$ cat config.mk
export PLATFORM = sky130hd
export DESIGN_NAME = utf8_stream_decoder
export DESIGN_NICKNAME = d
export VERILOG_FILES = /design/src/rtl/core/usd_pkg.sv /design/src/rtl/core/utf8_stream_decoder.sv /design/src/rtl/core/usd_front.sv /design/src/rtl/core/usd_queue.sv /design/src/rtl/core/usd_back.sv
export SDC_FILE = /design/constraint.sdc
export NUM_CORES = 1
export LEC_CHECK = 0
export BUFFER_PORTS_ARGS = -buffer_cell sky130_fd_sc_hd__buf_2
export CAP_MARGIN = 5
export CORE_MARGIN = 2
export CORE_UTILIZATION = 65
export DETAILED_ROUTE_END_ITERATION = 10
export HOLD_SLACK_MARGIN = 0.08
export PLACE_DENSITY = 0.85
export SETUP_SLACK_MARGIN = 0.15
export SLEW_MARGIN = 20
export SYNTH_ARGS = -nofsm -noshare
export SYNTH_HDL_FRONTEND = slang
export SYNTH_SLANG_ARGS = --single-unit
$ cat constraint.sdc
create_clock -name aclk -period 8.28 [get_ports aclk]
set_clock_uncertainty 0.15 [all_clocks]
set_input_delay 2.484 -clock aclk [delete_from_list [all_inputs] [get_ports aclk]]
set_output_delay 2.484 -clock aclk [all_outputs]
set_load 0.01 [all_outputs]
$ cat src/rtl/core/usd_pkg.sv
// ----------------------------------------------------------------------------
// usd_pkg
// Shared types and constants of the UTF-8 stream decoder.
// ----------------------------------------------------------------------------
package usd_pkg;

    localparam int POINT_W     = 21;
    localparam int QUEUE_DEPTH = 2;

    localparam logic [POINT_W-1:0] ERR_CHAR     = 21'd63;
    localparam logic [POINT_W-1:0] SUPP_BASE    = 21'h010000;
    localparam logic [POINT_W-1:0] MAX_POINT    = 21'h10FFFF;
    localparam logic [POINT_W-1:0] MAX_BMP      = 21'h00FFFF;
    localparam logic [15:0]        SURR_HI_BASE = 16'hD800;
    localparam logic [15:0]        SURR_LO_BASE = 16'hDC00;

    // What a byte leaves for the back end after any leading error results.
    typedef enum logic [1:0] {
        TAIL_NONE,
        TAIL_POINT,
        TAIL_ERR,
        TAIL_EOS
    } tail_kind_t;

    typedef struct packed {
        logic [2:0]         err_count;
        tail_kind_t         tail;
        logic [POINT_W-1:0] point;
    } usd_job_t;

endpackage

$ cat src/rtl/core/utf8_stream_decoder.sv
// ----------------------------------------------------------------------------
// utf8_stream_decoder
// Streaming UTF-8 decoder giving code points or UTF-16 code units.
// ----------------------------------------------------------------------------
// The slave channel takes one UTF-8 byte per word in s_tdata. Each byte gives
// zero to six result words on the master channel: the value in m_tdata, the
// error and end-of-string flags in m_tuser, and m_tlast on the final word that
// the byte caused. A zero byte ends the string and clears the sequence state.
// cfg_wr_data selects the output form (0 code points, 1 UTF-16 code units);
// write it with cfg_wr_en only while no word is in flight; the block does not
// enforce this. A byte passes the job queue, job registers and output
// register before its first word. One byte per cycle is sustained while each
// byte gives at most one word and m_tready is high; a multi-word byte holds
// the result register until its last word. The front end stops taking bytes
// only when the two-entry job queue is full, so a stalled receiver backs up
// through the output register and the queue. Reset clears the sequence state,
// the queue, the output register and the mode register (code points).
// ----------------------------------------------------------------------------
module utf8_stream_decoder import usd_pkg::*; (
    input  logic        aclk,
    input  logic        aresetn,
    input  logic        cfg_wr_en,
    input  logic        cfg_wr_data,    // output_mode
    input  logic        s_tvalid,
    output logic        s_tready,
    input  logic [7:0]  s_tdata,        // [7:0] in_byte
    output logic        m_tvalid,
    input  logic        m_tready,
    output logic [23:0] m_tdata,        // [20:0] value, [23:21] zero
    output logic [1:0]  m_tuser,        // [0] is_error, [1] end_of_string
    output logic        m_tlast
);

    logic               mode_reg;
    logic               byte_accept;
    logic               job_push, job_pop;
    logic               queue_not_full, queue_not_empty;
    usd_job_t           new_job, head_job;
    logic [POINT_W-1:0] out_value;
    logic               out_error, out_eos;

    always_ff @(posedge aclk) begin
        if (!aresetn) begin
            mode_reg <= 1'b0;
        end else if (cfg_wr_en) begin
            mode_reg <= cfg_wr_data;
        end
    end

    assign s_tready    = queue_not_full;
    assign byte_accept = s_tvalid && queue_not_full;

    usd_front u_front (
        .aclk       (aclk),
        .aresetn    (aresetn),
        .byte_accept(byte_accept),
        .in_byte    (s_tdata),
        .job_push   (job_push),
        .job        (new_job)
    );

    usd_queue u_queue (
        .aclk     (aclk),
        .aresetn  (aresetn),
        .push     (job_push),
        .push_job (new_job),
        .pop      (job_pop),
        .not_full (queue_not_full),
        .not_empty(queue_not_empty),
        .head_job (head_job)
    );

    usd_back u_back (
        .aclk       (aclk),
        .aresetn    (aresetn),
        .output_mode(mode_reg),
        .job_avail  (queue_not_empty),
        .head_job   (head_job),
        .job_pop    (job_pop),
        .out_valid  (m_tvalid),
        .out_ready  (m_tready),
        .out_value  (out_value),
        .out_error  (out_error),
        .out_eos    (out_eos),
        .out_last   (m_tlast)
    );

    assign m_tdata = {3'd0, out_value};
    assign m_tuser = {out_eos, out_error};

`ifndef SYNTHESIS
    // End of string is always the zero value and closes the byte's run.
    a_eos_form: assert property (@(posedge aclk) disable iff (!aresetn)
        (m_tvalid && m_tuser[1]) |-> (m_tdata == 24'd0 && m_tlast && !m_tuser[0]))
        else $error("end-of-string word malformed");

    // Every error word carries ERR_CHAR (63, '?') as its value.
    a_err_value: assert property (@(posedge aclk) disable iff (!aresetn)
        (m_tvalid && m_tuser[0]) |-> (m_tdata == 24'd63))
        else $error("error word without replacement character");

    // A word that waits on the receiver stays valid and unchanged.
    a_out_hold: assert property (@(posedge aclk) disable iff (!aresetn)
        (m_tvalid && !m_tready) |=>
            (m_tvalid && $stable(m_tdata) && $stable(m_tuser) && $stable(m_tlast)))
        else $error("output word changed while stalled");
`endif

endmodule

$ cat src/rtl/core/usd_front.sv
// ----------------------------------------------------------------------------
// usd_front
// Takes one accepted byte a cycle, tracks the pending sequence and turns each
// byte with results into a job: errors, then at most one closing result.
// ----------------------------------------------------------------------------
module usd_front import usd_pkg::*; (
    input  logic     aclk,
    input  logic     aresetn,
    input  logic     byte_accept,
    input  logic [7:0] in_byte,
    output logic     job_push,
    output usd_job_t job
);

    localparam logic [POINT_W-1:0] BAD_THREE [7] = '{
        21'h00D800, 21'h00DB7F, 21'h00DB80, 21'h00DBFF,
        21'h00DC00, 21'h00DF80, 21'h00DFFF
    };

    logic [2:0]         exp_len_reg, exp_len_next;
    logic [2:0]         taken_reg, taken_next;
    logic [POINT_W-1:0] partial_reg, partial_next;

    logic [2:0]         taken_inc;
    logic [POINT_W-1:0] acc_point;
    logic               run_lead;

    function automatic logic point_ok(input logic [2:0] len, input logic [POINT_W-1:0] cp);
        logic ok;
        ok = 1'b0;
        if (len == 3'd2) begin
            ok = (cp >= 21'h80) && (cp <= 21'h7FF);
        end else if (len == 3'd3) begin
            ok = (cp >= 21'h800) && (cp <= 21'hFFFD);
            for (int i = 0; i < 7; i++) begin
                if (cp == BAD_THREE[i]) begin
                    ok = 1'b0;
                end
            end
        end else if (len == 3'd4) begin
            ok = (cp >= SUPP_BASE) && (cp <= MAX_POINT);
        end
        return ok;
    endfunction

    always_comb begin
        exp_len_next = exp_len_reg;
        taken_next   = taken_reg;
        partial_next = partial_reg;
        job          = '0;
        job.tail     = TAIL_NONE;
        run_lead     = 1'b0;
        taken_inc    = taken_reg + 3'd1;
        // Five- and six-byte forms are always rejected, so their bits are dropped.
        acc_point    = (exp_len_reg <= 3'd4) ? {partial_reg[POINT_W-7:0], in_byte[5:0]}
                                             : partial_reg;

        if (exp_len_reg != 3'd0) begin
            if (in_byte[7:6] == 2'b10) begin
                if (taken_inc >= exp_len_reg) begin
                    exp_len_next = 3'd0;
                    taken_next   = 3'd0;
                    partial_next = '0;
                    job.point    = acc_point;
                    job.tail     = point_ok(exp_len_reg, acc_point) ? TAIL_POINT : TAIL_ERR;
                end else begin
                    taken_next   = taken_inc;
                    partial_next = acc_point;
                end
            end else begin
                // Broken sequence: one error per byte taken, then a fresh lead byte.
                job.err_count = taken_reg;
                exp_len_next  = 3'd0;
                taken_next    = 3'd0;
                partial_next  = '0;
                run_lead      = 1'b1;
            end
        end else begin
            run_lead = 1'b1;
        end

        if (run_lead) begin
            if (in_byte == 8'h00) begin
                job.tail = TAIL_EOS;
            end else if (in_byte[7] == 1'b0) begin
                job.tail  = TAIL_POINT;
                job.point = {13'd0, in_byte};
            end else if (in_byte[6] == 1'b0) begin
                job.tail = TAIL_ERR;
            end else begin
                taken_next = 3'd1;
                if (in_byte[5] == 1'b0) begin
                    exp_len_next = 3'd2;
                    partial_next = {16'd0, in_byte[4:0]};
                end else if (in_byte[4] == 1'b0) begin
                    exp_len_next = 3'd3;
                    partial_next = {17'd0, in_byte[3:0]};
                end else if (in_byte[3] == 1'b0) begin
                    exp_len_next = 3'd4;
                    partial_next = {18'd0, in_byte[2:0]};
                end else if (in_byte[2] == 1'b0) begin
                    exp_len_next = 3'd5;
                    partial_next = '0;
                end else begin
                    exp_len_next = 3'd6;
                    partial_next = '0;
                end
            end
        end
    end

    assign job_push = byte_accept && ((job.err_count != 3'd0) || (job.tail != TAIL_NONE));

    always_ff @(posedge aclk) begin
        if (!aresetn) begin
            exp_len_reg <= 3'd0;
            taken_reg   <= 3'd0;
            partial_reg <= '0;
        end else if (byte_accept) begin
            exp_len_reg <= exp_len_next;
            taken_reg   <= taken_next;
            partial_reg <= partial_next;
        end
    end

endmodule

$ cat src/rtl/core/usd_queue.sv
// ----------------------------------------------------------------------------
// usd_queue
// Short job queue that lets the front end and the back end stall apart.
// ----------------------------------------------------------------------------
module usd_queue import usd_pkg::*; (
    input  logic     aclk,
    input  logic     aresetn,
    input  logic     push,
    input  usd_job_t push_job,
    input  logic     pop,
    output logic     not_full,
    output logic     not_empty,
    output usd_job_t head_job
);

    localparam int PTR_W = (QUEUE_DEPTH > 1) ? $clog2(QUEUE_DEPTH) : 1;
    localparam int CNT_W = $clog2(QUEUE_DEPTH + 1);

    usd_job_t           slots_reg [QUEUE_DEPTH];
    logic [PTR_W-1:0]   wr_ptr_reg, wr_ptr_next;
    logic [PTR_W-1:0]   rd_ptr_reg, rd_ptr_next;
    logic [CNT_W-1:0]   count_reg, count_next;
    logic               do_push, do_pop;

    assign not_full  = (count_reg != CNT_W'(QUEUE_DEPTH));
    assign not_empty = (count_reg != '0);
    assign do_push   = push && not_full;
    assign do_pop    = pop && not_empty;
    assign head_job  = slots_reg[rd_ptr_reg];

    always_comb begin
        wr_ptr_next = wr_ptr_reg;
        rd_ptr_next = rd_ptr_reg;
        count_next  = count_reg;
        if (do_push) begin
            wr_ptr_next = (wr_ptr_reg == PTR_W'(QUEUE_DEPTH - 1)) ? '0 : wr_ptr_reg + PTR_W'(1);
        end
        if (do_pop) begin
            rd_ptr_next = (rd_ptr_reg == PTR_W'(QUEUE_DEPTH - 1)) ? '0 : rd_ptr_reg + PTR_W'(1);
        end
        if (do_push && !do_pop) begin
            count_next = count_reg + CNT_W'(1);
        end else if (do_pop && !do_push) begin
            count_next = count_reg - CNT_W'(1);
        end
    end

    always_ff @(posedge aclk) begin
        if (!aresetn) begin
            wr_ptr_reg <= '0;
            rd_ptr_reg <= '0;
            count_reg  <= '0;
        end else begin
            wr_ptr_reg <= wr_ptr_next;
            rd_ptr_reg <= rd_ptr_next;
            count_reg  <= count_next;
        end
    end

    always_ff @(posedge aclk) begin
        if (do_push) begin
            slots_reg[wr_ptr_reg] <= push_job;
        end
    end

endmodule

$ cat src/rtl/core/usd_back.sv
// ----------------------------------------------------------------------------
// usd_back
// Expands one job into its result words and drives the output register.
// ----------------------------------------------------------------------------
module usd_back import usd_pkg::*; (
    input  logic               aclk,
    input  logic               aresetn,
    input  logic               output_mode,
    input  logic               job_avail,
    input  usd_job_t           head_job,
    output logic               job_pop,
    output logic               out_valid,
    input  logic               out_ready,
    output logic [POINT_W-1:0] out_value,
    output logic               out_error,
    output logic               out_eos,
    output logic               out_last
);

    logic               job_valid_reg;
    logic [2:0]         errs_reg, errs_next;
    tail_kind_t         tail_reg;
    logic [POINT_W-1:0] point_reg;
    logic               half_reg, half_next;

    logic               out_valid_reg;
    logic [POINT_W-1:0] out_value_reg;
    logic               out_error_reg, out_eos_reg, out_last_reg;

    logic               load;
    logic [POINT_W-1:0] emit_value;
    logic               emit_error, emit_eos, emit_last;
    logic [POINT_W-1:0] supp_offset;
    logic               split;

    assign supp_offset = point_reg - SUPP_BASE;
    assign split       = output_mode && (point_reg > MAX_BMP);
    assign load        = job_valid_reg && (!out_valid_reg || out_ready);
    assign job_pop     = job_avail && (!job_valid_reg || (load && emit_last));

    always_comb begin
        emit_value = ERR_CHAR;
        emit_error = 1'b0;
        emit_eos   = 1'b0;
        emit_last  = 1'b1;
        errs_next  = errs_reg;
        half_next  = half_reg;
        if (errs_reg != 3'd0) begin
            emit_error = 1'b1;
            emit_last  = (errs_reg == 3'd1) && (tail_reg == TAIL_NONE);
            errs_next  = errs_reg - 3'd1;
        end else begin
            case (tail_reg)
                TAIL_EOS: begin
                    emit_value = '0;
                    emit_eos   = 1'b1;
                end
                TAIL_POINT: begin
                    // A supplementary point in UTF-16 mode goes out as two words.
                    if (split && !half_reg) begin
                        emit_value = {5'd0, SURR_HI_BASE + {6'd0, supp_offset[19:10]}};
                        emit_last  = 1'b0;
                        half_next  = 1'b1;
                    end else if (split) begin
                        emit_value = {5'd0, SURR_LO_BASE + {6'd0, supp_offset[9:0]}};
                    end else begin
                        emit_value = point_reg;
                    end
                end
                default: begin
                    emit_error = 1'b1;
                end
            endcase
        end
    end

    always_ff @(posedge aclk) begin
        if (!aresetn) begin
            job_valid_reg <= 1'b0;
            out_valid_reg <= 1'b0;
        end else begin
            if (job_pop) begin
                job_valid_reg <= 1'b1;
            end else if (load && emit_last) begin
                job_valid_reg <= 1'b0;
            end
            if (load) begin
                out_valid_reg <= 1'b1;
            end else if (out_ready) begin
                out_valid_reg <= 1'b0;
            end
        end
    end

    always_ff @(posedge aclk) begin
        if (job_pop) begin
            errs_reg  <= head_job.err_count;
            tail_reg  <= head_job.tail;
            point_reg <= head_job.point;
            half_reg  <= 1'b0;
        end else if (load) begin
            errs_reg <= errs_next;
            half_reg <= half_next;
        end
        if (load) begin
            out_value_reg <= emit_value;
            out_error_reg <= emit_error;
            out_eos_reg   <= emit_eos;
            out_last_reg  <= emit_last;
        end
    end

    assign out_valid = out_valid_reg;
    assign out_value = out_value_reg;
    assign out_error = out_error_reg;
    assign out_eos   = out_eos_reg;
    assign out_last  = out_last_reg;

endmodule
======== Word-level counts from Yosys, hierarchy flattened ========
Memories as Yosys holds them, arrays and structs flattened. A register that Yosys moved wholly into a read port is not among the register bits.
Cells that the tools add are included.
operators by class
  multiplexer cells ....................... 78
  reductions and logical operators ........ 38
  eq/ne operators ......................... 15
  add/subtract/negate cells ............... 9
  magnitude comparators ................... 9
  bitwise gates (word level) .............. 1
operators by type and width
  kind                      number
  $mux W21                  14
  $eq A21 B16 Y1 const B    7
  $mux W23                  3
  $mux W3                   22
  $pmux W21 S2              1
  $add A15 B11 Y16 const A  2
  $mux W1                   30
  $mux W26                  1
  $ge A21 B12 Y1 const B    1
  $ge A21 B17 Y1 const B    1
  $ge A21 B8 Y1 const B     1
  $gt A21 B16 Y1 const B    1
  $le A21 B11 Y1 const B    1
  $le A21 B16 Y1 const B    1
  $le A21 B21 Y1 const B    1
  $sub A20 B17 Y20 const B  1
  $logic_and A1 B1 Y1       15
  $mux W2                   7
  $reduce_bool A2 Y1        7
  $reduce_bool A3 Y1        3
  $logic_not A8 Y1          1
  $eq A3 B2 Y1 const B      2
  $logic_not A1 Y1          5
  $eq A2 B2 Y1 const B      2
  other kinds (17)          20
word-level totals
  bits in writable memories ............... 52
  memories ................................ 1
  bits of input ports ..................... 14
  register bits after elaboration ......... 85
memories
  name               depth  width  read ports  clocked after Yosys merged registers in  write ports  RTL line         text
  u_queue.slots_reg  2      26     1           1                                        1            usd_queue.sv:19  usd_job_t slots_reg [QUEUE_DEPTH];

======== Longest topological paths before layout ========
  depth in word-level cells ............... 32
  mapped depth ............................ 10

======== By module ========
A second synthesis with hierarchy kept.
unflattened totals
  cells, all modules ...................... 547
  area, all modules ....................... 6402.4 um2
modules (own cells, without submodules)
  module               instances  seq. area each (um2)  area each (um2)  cells each
  usd_back             1          1561.5                2302.2           172
  usd_queue            1          1661.6                2112.0           105
  usd_front            1          540.5                 1904.3           260
  utf8_stream_decoder  1          20.0                  83.8             10

======== Worst setup path before layout ========
No wires, ideal clock.
  kind .................................... input to register
  start point ............................. input s_tdata[6]
  end point ............................... memory u_queue.slots_reg[0][0] in the netlist's numbering, enable pin
  data arrival time ....................... 4.272 ns
  required time ........................... 7.717 ns
  slack ................................... 3.444 ns
  cell stages on the path ................. 5
  buffers on the path ..................... 0
  path through ............................ inv_1 nand2_1 nor2_1 a21oi_1 nor2b_1
on the way
  cells in the longest elaborated chain, start to end .. 13
RTL lines
  item                             RTL line                   text
  start, declared                  utf8_stream_decoder.sv:26  input logic [7:0] s_tdata,
  $eq A2 B2 Y1                     usd_front.sv:59            if (in_byte[7:6] == 2'b10) begin
  $mux W23                         usd_front.sv:59
  $mux W26                         usd_front.sv:58            if (exp_len_reg != 3'd0) begin
  $mux W2                          usd_front.sv:88            end else if (in_byte[6] == 1'b0) begin
  $mux W2                          usd_front.sv:85            end else if (in_byte[7] == 1'b0) begin
  $mux W2                          usd_front.sv:83            if (in_byte == 8'h00) begin
  $mux W23                         usd_front.sv:82            if (run_lead) begin
  $reduce_bool A2 Y1               usd_front.sv:112           assign job_push = byte_accept && ((job.err_count != 3'd0) || (job.tail != TAIL_NONE));
  $logic_or A1 B1 Y1 *             usd_front.sv:112
  $logic_and A1 B1 Y1 *            usd_front.sv:112
  $logic_and A1 B1 Y1 *            usd_queue.sv:27            assign do_push = push && not_full;
  net u_queue.do_push              usd_queue.sv:23            logic do_push, do_pop;
  $mux W1 *                        usd_queue.sv:61            if (do_push) begin
  $mux W1 (not written as such) *  usd_queue.sv:62            slots_reg[wr_ptr_reg] <= push_job;
  end, declared                    usd_queue.sv:19
Mark *: on every way through the listed nets, which the timed path passes. The rest lies on a longest branch.

======== Worst setup path after layout ========
  start point ............................. input s_tdata[6]
  end point ............................... register u_front.partial_reg[20]
on the way
  cells in the longest elaborated chain, start to end .. 7
RTL lines
  item                  RTL line          text
  $eq A2 B2 Y1          usd_front.sv:59
  $mux W21              usd_front.sv:59
  $mux W21              usd_front.sv:58
  $mux W21              usd_front.sv:88
  $mux W21              usd_front.sv:85
  $mux W21              usd_front.sv:83
  $mux W21 *            usd_front.sv:82
  end signal, assigned  usd_front.sv:122  partial_reg <= partial_next;
  end, declared         usd_front.sv:22   logic [POINT_W-1:0] partial_reg, partial_next;
Every way passes the cells marked *; elsewhere a longest branch is shown, timed or not.
A chain may end at the register's enable or synchronous reset.

==> flow_results.xml <==
<?xml version="1.0" encoding="UTF-8"?>
<metrics>
  <group name="drt">
    <metric name="route.antenna.remaining_nets" unit="">0</metric>
    <metric name="post_drt_wl_per_cell" unit="um">17.58</metric>
    <metric name="via_count" unit="">4233</metric>
    <metric name="aggregate_routed_wire_length" unit="mm">12.08</metric>
    <metric name="drt-initial-drc-count" unit="">284</metric>
    <metric name="first_pass_iters" unit="">5</metric>
    <metric name="vias_per_cell" unit="">6.162</metric>
    <metric name="detail_route.drc_violations" unit="">0</metric>
  </group>
  <group name="synthesis">
    <metric name="netlist_area" unit="um2">6225</metric>
    <metric name="synth_edf_count" unit="">102</metric>
    <metric name="synth_seq_cells" unit="">138</metric>
    <metric name="postSynthAreaPerCell" unit="um2">12.04</metric>
    <metric name="synth_cell_types" unit="">55</metric>
    <metric name="synth_warnings" unit="">0</metric>
    <metric name="synth-async-reset-ratio" unit="">0</metric>
    <metric name="ys_dominant_reg_cell" unit="">edfxtp_1</metric>
    <metric name="ys_seq_area_frac" unit="">0.6078</metric>
    <metric name="syn-instance-count" unit="">517</metric>
  </group>
  <group name="critical_path">
    <metric name="timing.critical_path.fanout_max" unit="">17</metric>
    <metric name="r2r_setup_slack" unit="ns">5.06</metric>
    <metric name="worst_r2r_endpoint" unit="">u_queue.slots_reg[0][2]</metric>
    <metric name="r2r_cells" unit="">8</metric>
    <metric name="cp-start-kind" unit="">input port</metric>
    <metric name="timing.critical_path.arrival" unit="ns">4.35</metric>
    <metric name="worst_r2r_startpoint" unit="">u_front.taken_reg[0]</metric>
    <metric name="worst-setup-path-type" unit="">input port to flop</metric>
    <metric name="worstPathRequired" unit="ns">8.59</metric>
    <metric name="crit_path_end_kind" unit="">flop</metric>
  </group>
  <group name="global_routing">
    <metric name="vias_in_the_first_global_route" unit="">4085</metric>
    <metric name="grt_max_degree" unit="">29</metric>
    <metric name="gr-total-overflow" unit="">0</metric>
    <metric name="grtUsageTotal" unit="">0.2558</metric>
    <metric name="global_route_wire_length_before_repair" unit="mm">20.19</metric>
    <metric name="grt_antenna_before_repair" unit="">0</metric>
  </group>
  <group name="pwr">
    <metric name="cell_internal_pwr" unit="uW">1570</metric>
    <metric name="p_leak" unit="uW">0.002590</metric>
    <metric name="power_switching" unit="uW">627.5</metric>
    <metric name="p_clk_frac" unit="">0.343</metric>
    <metric name="comb_power_share" unit="">0.189</metric>
    <metric name="power_density" unit="nW/um2">311.1</metric>
    <metric name="part_of_the_total_power_dissipated_in_sequential_elements" unit="">0.468</metric>
    <metric name="post-layout-total-power" unit="uW">2197</metric>
    <metric name="power.share.switching" unit="">0.2856</metric>
    <metric name="maximum_ir_drop_on_the_vdd_rail" unit="V">0.0001337</metric>
  </group>
  <group name="layout">
    <metric name="flip_flop_count_of_the_largest_register_after_layout" unit="">52</metric>
    <metric name="antenna_cells" unit="">0</metric>
    <metric name="layout-drive-gt1-share" unit="">0.1953</metric>
    <metric name="area.growth.synth_to_final" unit="%">13.49</metric>
    <metric name="nNetsFinal" unit="">569</metric>
  </group>
  <group name="sta">
    <metric name="worst_slew_margin_rel" unit="">0.3741</metric>
    <metric name="count_of_final_setup_violators" unit="">0</metric>
    <metric name="final_max_slew_viol_count" unit="">0</metric>
    <metric name="finalCritPeriodShare" unit="">0.4881</metric>
    <metric name="tns" unit="ns">0</metric>
    <metric name="min_period" unit="ns">4.042</metric>
    <metric name="rsz_0062_raised_after_global_routing" unit="">false</metric>
    <metric name="timing_hold_violations_final" unit="">0</metric>
    <metric name="slew_at_the_pin_with_the_worst_max_slew_slack" unit="ns">0.9388</metric>
    <metric name="clock.fmax" unit="GHz">0.2474</metric>
  </group>
  <group name="place">
    <metric name="portBuffers" unit="">39</metric>
    <metric name="detailed_place_hpwl" unit="mm">7.958</metric>
    <metric name="globalplace.congestion" unit="">0.9561</metric>
  </group>
  <group name="clocking">
    <metric name="cts.path.max_buffers" unit="">2</metric>
    <metric name="ctsRootBufferMaster" unit="">clkbuf_8</metric>
    <metric name="htreeDepth" unit="">4</metric>
    <metric name="post_cts_resized" unit="">0</metric>
    <metric name="numClockSinks" unit="">138</metric>
    <metric name="worst_skew_pair.late_latency" unit="ns">0.52</metric>
    <metric name="tritoncts_clock_tree" unit="">yes</metric>
    <metric name="post_cts_buffers" unit="">0</metric>
    <metric name="cts-buffers-inserted" unit="">17</metric>
    <metric name="clk_pin_slew" unit="ns">0.06</metric>
    <metric name="holdBufCountCts" unit="">0</metric>
  </group>
  <group name="flow_run">
    <metric name="cap_violations" unit="">0</metric>
  </group>
  <group name="floorplanning">
    <metric name="die_w" unit="um">101.9</metric>
    <metric name="coreArea" unit="um2">9284</metric>
    <metric name="initial_standard_cell_utilization_of_the_core" unit="">0.6705</metric>
    <metric name="rows" unit="">35</metric>
    <metric name="die_footprint" unit="um2">10380</metric>
    <metric name="die_h" unit="um">101.9</metric>
    <metric name="io_pins" unit="">43</metric>
  </group>
  <group name="min_path">
    <metric name="hold_path.startpoint" unit="">u_front.partial_reg[16]</metric>
    <metric name="holdCritPathClass" unit="">flop to flop</metric>
    <metric name="min_path_cells" unit="">1</metric>
    <metric name="timing.hold.worst_endpoint" unit="">u_front.partial_reg[16]</metric>
  </group>
  <group name="status">
    <metric name="outcome" unit="">completed</metric>
  </group>
</metrics>
how the worst max path moves through the flow:
stage	start	to	slack [ns]	cells past startpoint
2_1_floorplan	s_tdata[6]	u_queue.slots_reg[0][0]	3.44	5
3_3_place_gp	s_tdata[6]	u_front.partial_reg[16]	3.57	7
3_5_place_dp	s_tdata[6]	u_front.partial_reg[20]	3.37	7
4_1_cts	s_tdata[6]	u_front.partial_reg[20]	3.91	7
5_1_grt	s_tdata[6]	u_front.partial_reg[20]	4.05	7
6_report	s_tdata[6]	u_front.partial_reg[20]	4.24	7
critical path: stages:
cell	delay, ns
buf_2	0.12
inv_1	0.07
nand2_1	0.17
a2111oi_4	0.54
a21oi_1	0.17
nor2b_2	0.56
a22o_1	0.23
routing by layer:
metal | vias up | track usage | share of wire
met4 | 0 | 0.1036 | 0.024
met1 | 2015 | 0.3258 | 0.42
met5 | - | 0 | 0
met3 | 32 | 0.06703 | 0.058
li1 | 1982 | - | -
met2 | 204 | 0.4211 | 0.50
through the flow:
step                utilization  cells  hold WS, ns  area (um2)  setup WS, ns
floorplan                     -    519       0.2920        6232         3.444
CTS                      0.7604    687       0.3292        7059         3.913
finish                   0.7609    687       0.3290        7064         4.238
detailed placement       0.6956    655       0.3061        6457         3.371
global placement         0.6956    655       0.3127        6457         3.568
global route             0.7609    687       0.3515        7064         4.046
cells in the mapped netlist (all sizes together) (2+ instances only):
master / instances / share of area
nand4: 5 / 0.0050
a21boi: 4 / 0.0048
o211a: 2 / 0.0032
edfxtp: 102 / 0.49
o2111ai: 2 / 0.0028
or2: 2 / 0.0020
mux2i: 13 / 0.022
buf: 10 / 0.0098
a32oi: 4 / 0.0056
nor2b: 18 / 0.018
mux2: 23 / 0.042
inv: 12 / 0.0072
a22oi: 4 / 0.0048
and3: 8 / 0.0080
or4: 2 / 0.0024
nor3: 11 / 0.0088
or3: 4 / 0.0040
o21a: 2 / 0.0024
o21ai: 19 / 0.015
o22ai: 2 / 0.0020
nor3b: 2 / 0.0024
a21oi: 26 / 0.021
nor4: 5 / 0.0074
a31o: 2 / 0.0028
a21o: 3 / 0.0036
ha: 10 / 0.020
xor2: 3 / 0.0042
xnor2: 4 / 0.0056
a22o: 23 / 0.032
o31ai: 3 / 0.0058
dfxtp: 36 / 0.12
o211ai: 7 / 0.0084
clkbuf: 25 / 0.015
a2111oi: 2 / 0.0058
nor2: 29 / 0.017
and2: 13 / 0.013
nand3: 11 / 0.0088
a211oi: 3 / 0.0036
nand2b: 8 / 0.0080
nand2: 46 / 0.028
a31oi: 2 / 0.0020
cell type report:
type | instances | area (um2)
clock inverter | 12 | 133.9
timing repair buffer | 42 | 217.7
sequential | 138 | 3785
inverter | 12 | 45.04
multi-input combinational | 334 | 2253
fill | 591 | 2220
clock buffer | 20 | 467.9
tap | 129 | 161.4
power by group through the flow:
stage	Clock (uW)	Combinational, uW	Sequential [uW]
after floorplan	0	318	1010
after global placement	0	393	1030
after detailed placement	0	411	1040
after CTS	759	418	1030
after global routing	791	466	1050
final	753	416	1030
kinds of logic after synthesis:
logic type | Yosys count | share of synthesized area
and+or+nand+nor | 164 | 0.1335
DFF | 138 | 0.6078
AOI/OAI and AO/OA | 114 | 0.1327
buffers and inverters | 47 | 0.03236
muxes | 36 | 0.06312
adders and majority gates | 10 | 0.02010
xor gates and xnor gates | 7 | 0.009849
other | 1 | 0.0006024
cells in the final DEF, fill, tap and decap left out, drive strengths merged, types with 7 or more instances in the layout:
| cell type | Yosys | final |
|---|---|---|
| inv | 12 | 16 |
| o211ai | 7 | 7 |
| clkbuf | 25 | 20 |
| nor2b | 18 | 18 |
| nor3 | 11 | 11 |
| and3 | 8 | 8 |
| and2 | 13 | 13 |
| nor2 | 29 | 29 |
| mux2i | 13 | 13 |
| a22o | 23 | 23 |
| nand3 | 11 | 11 |
| o21ai | 19 | 19 |
| nand2b | 8 | 8 |
| edfxtp | 102 | 102 |
| nand2 | 46 | 46 |
| buf | 10 | 42 |
| a21oi | 26 | 26 |
| mux2 | 23 | 23 |
| ha | 10 | 10 |
| dfxtp | 36 | 36 |
No activity file was read; power rests on OpenSTA's default activity.
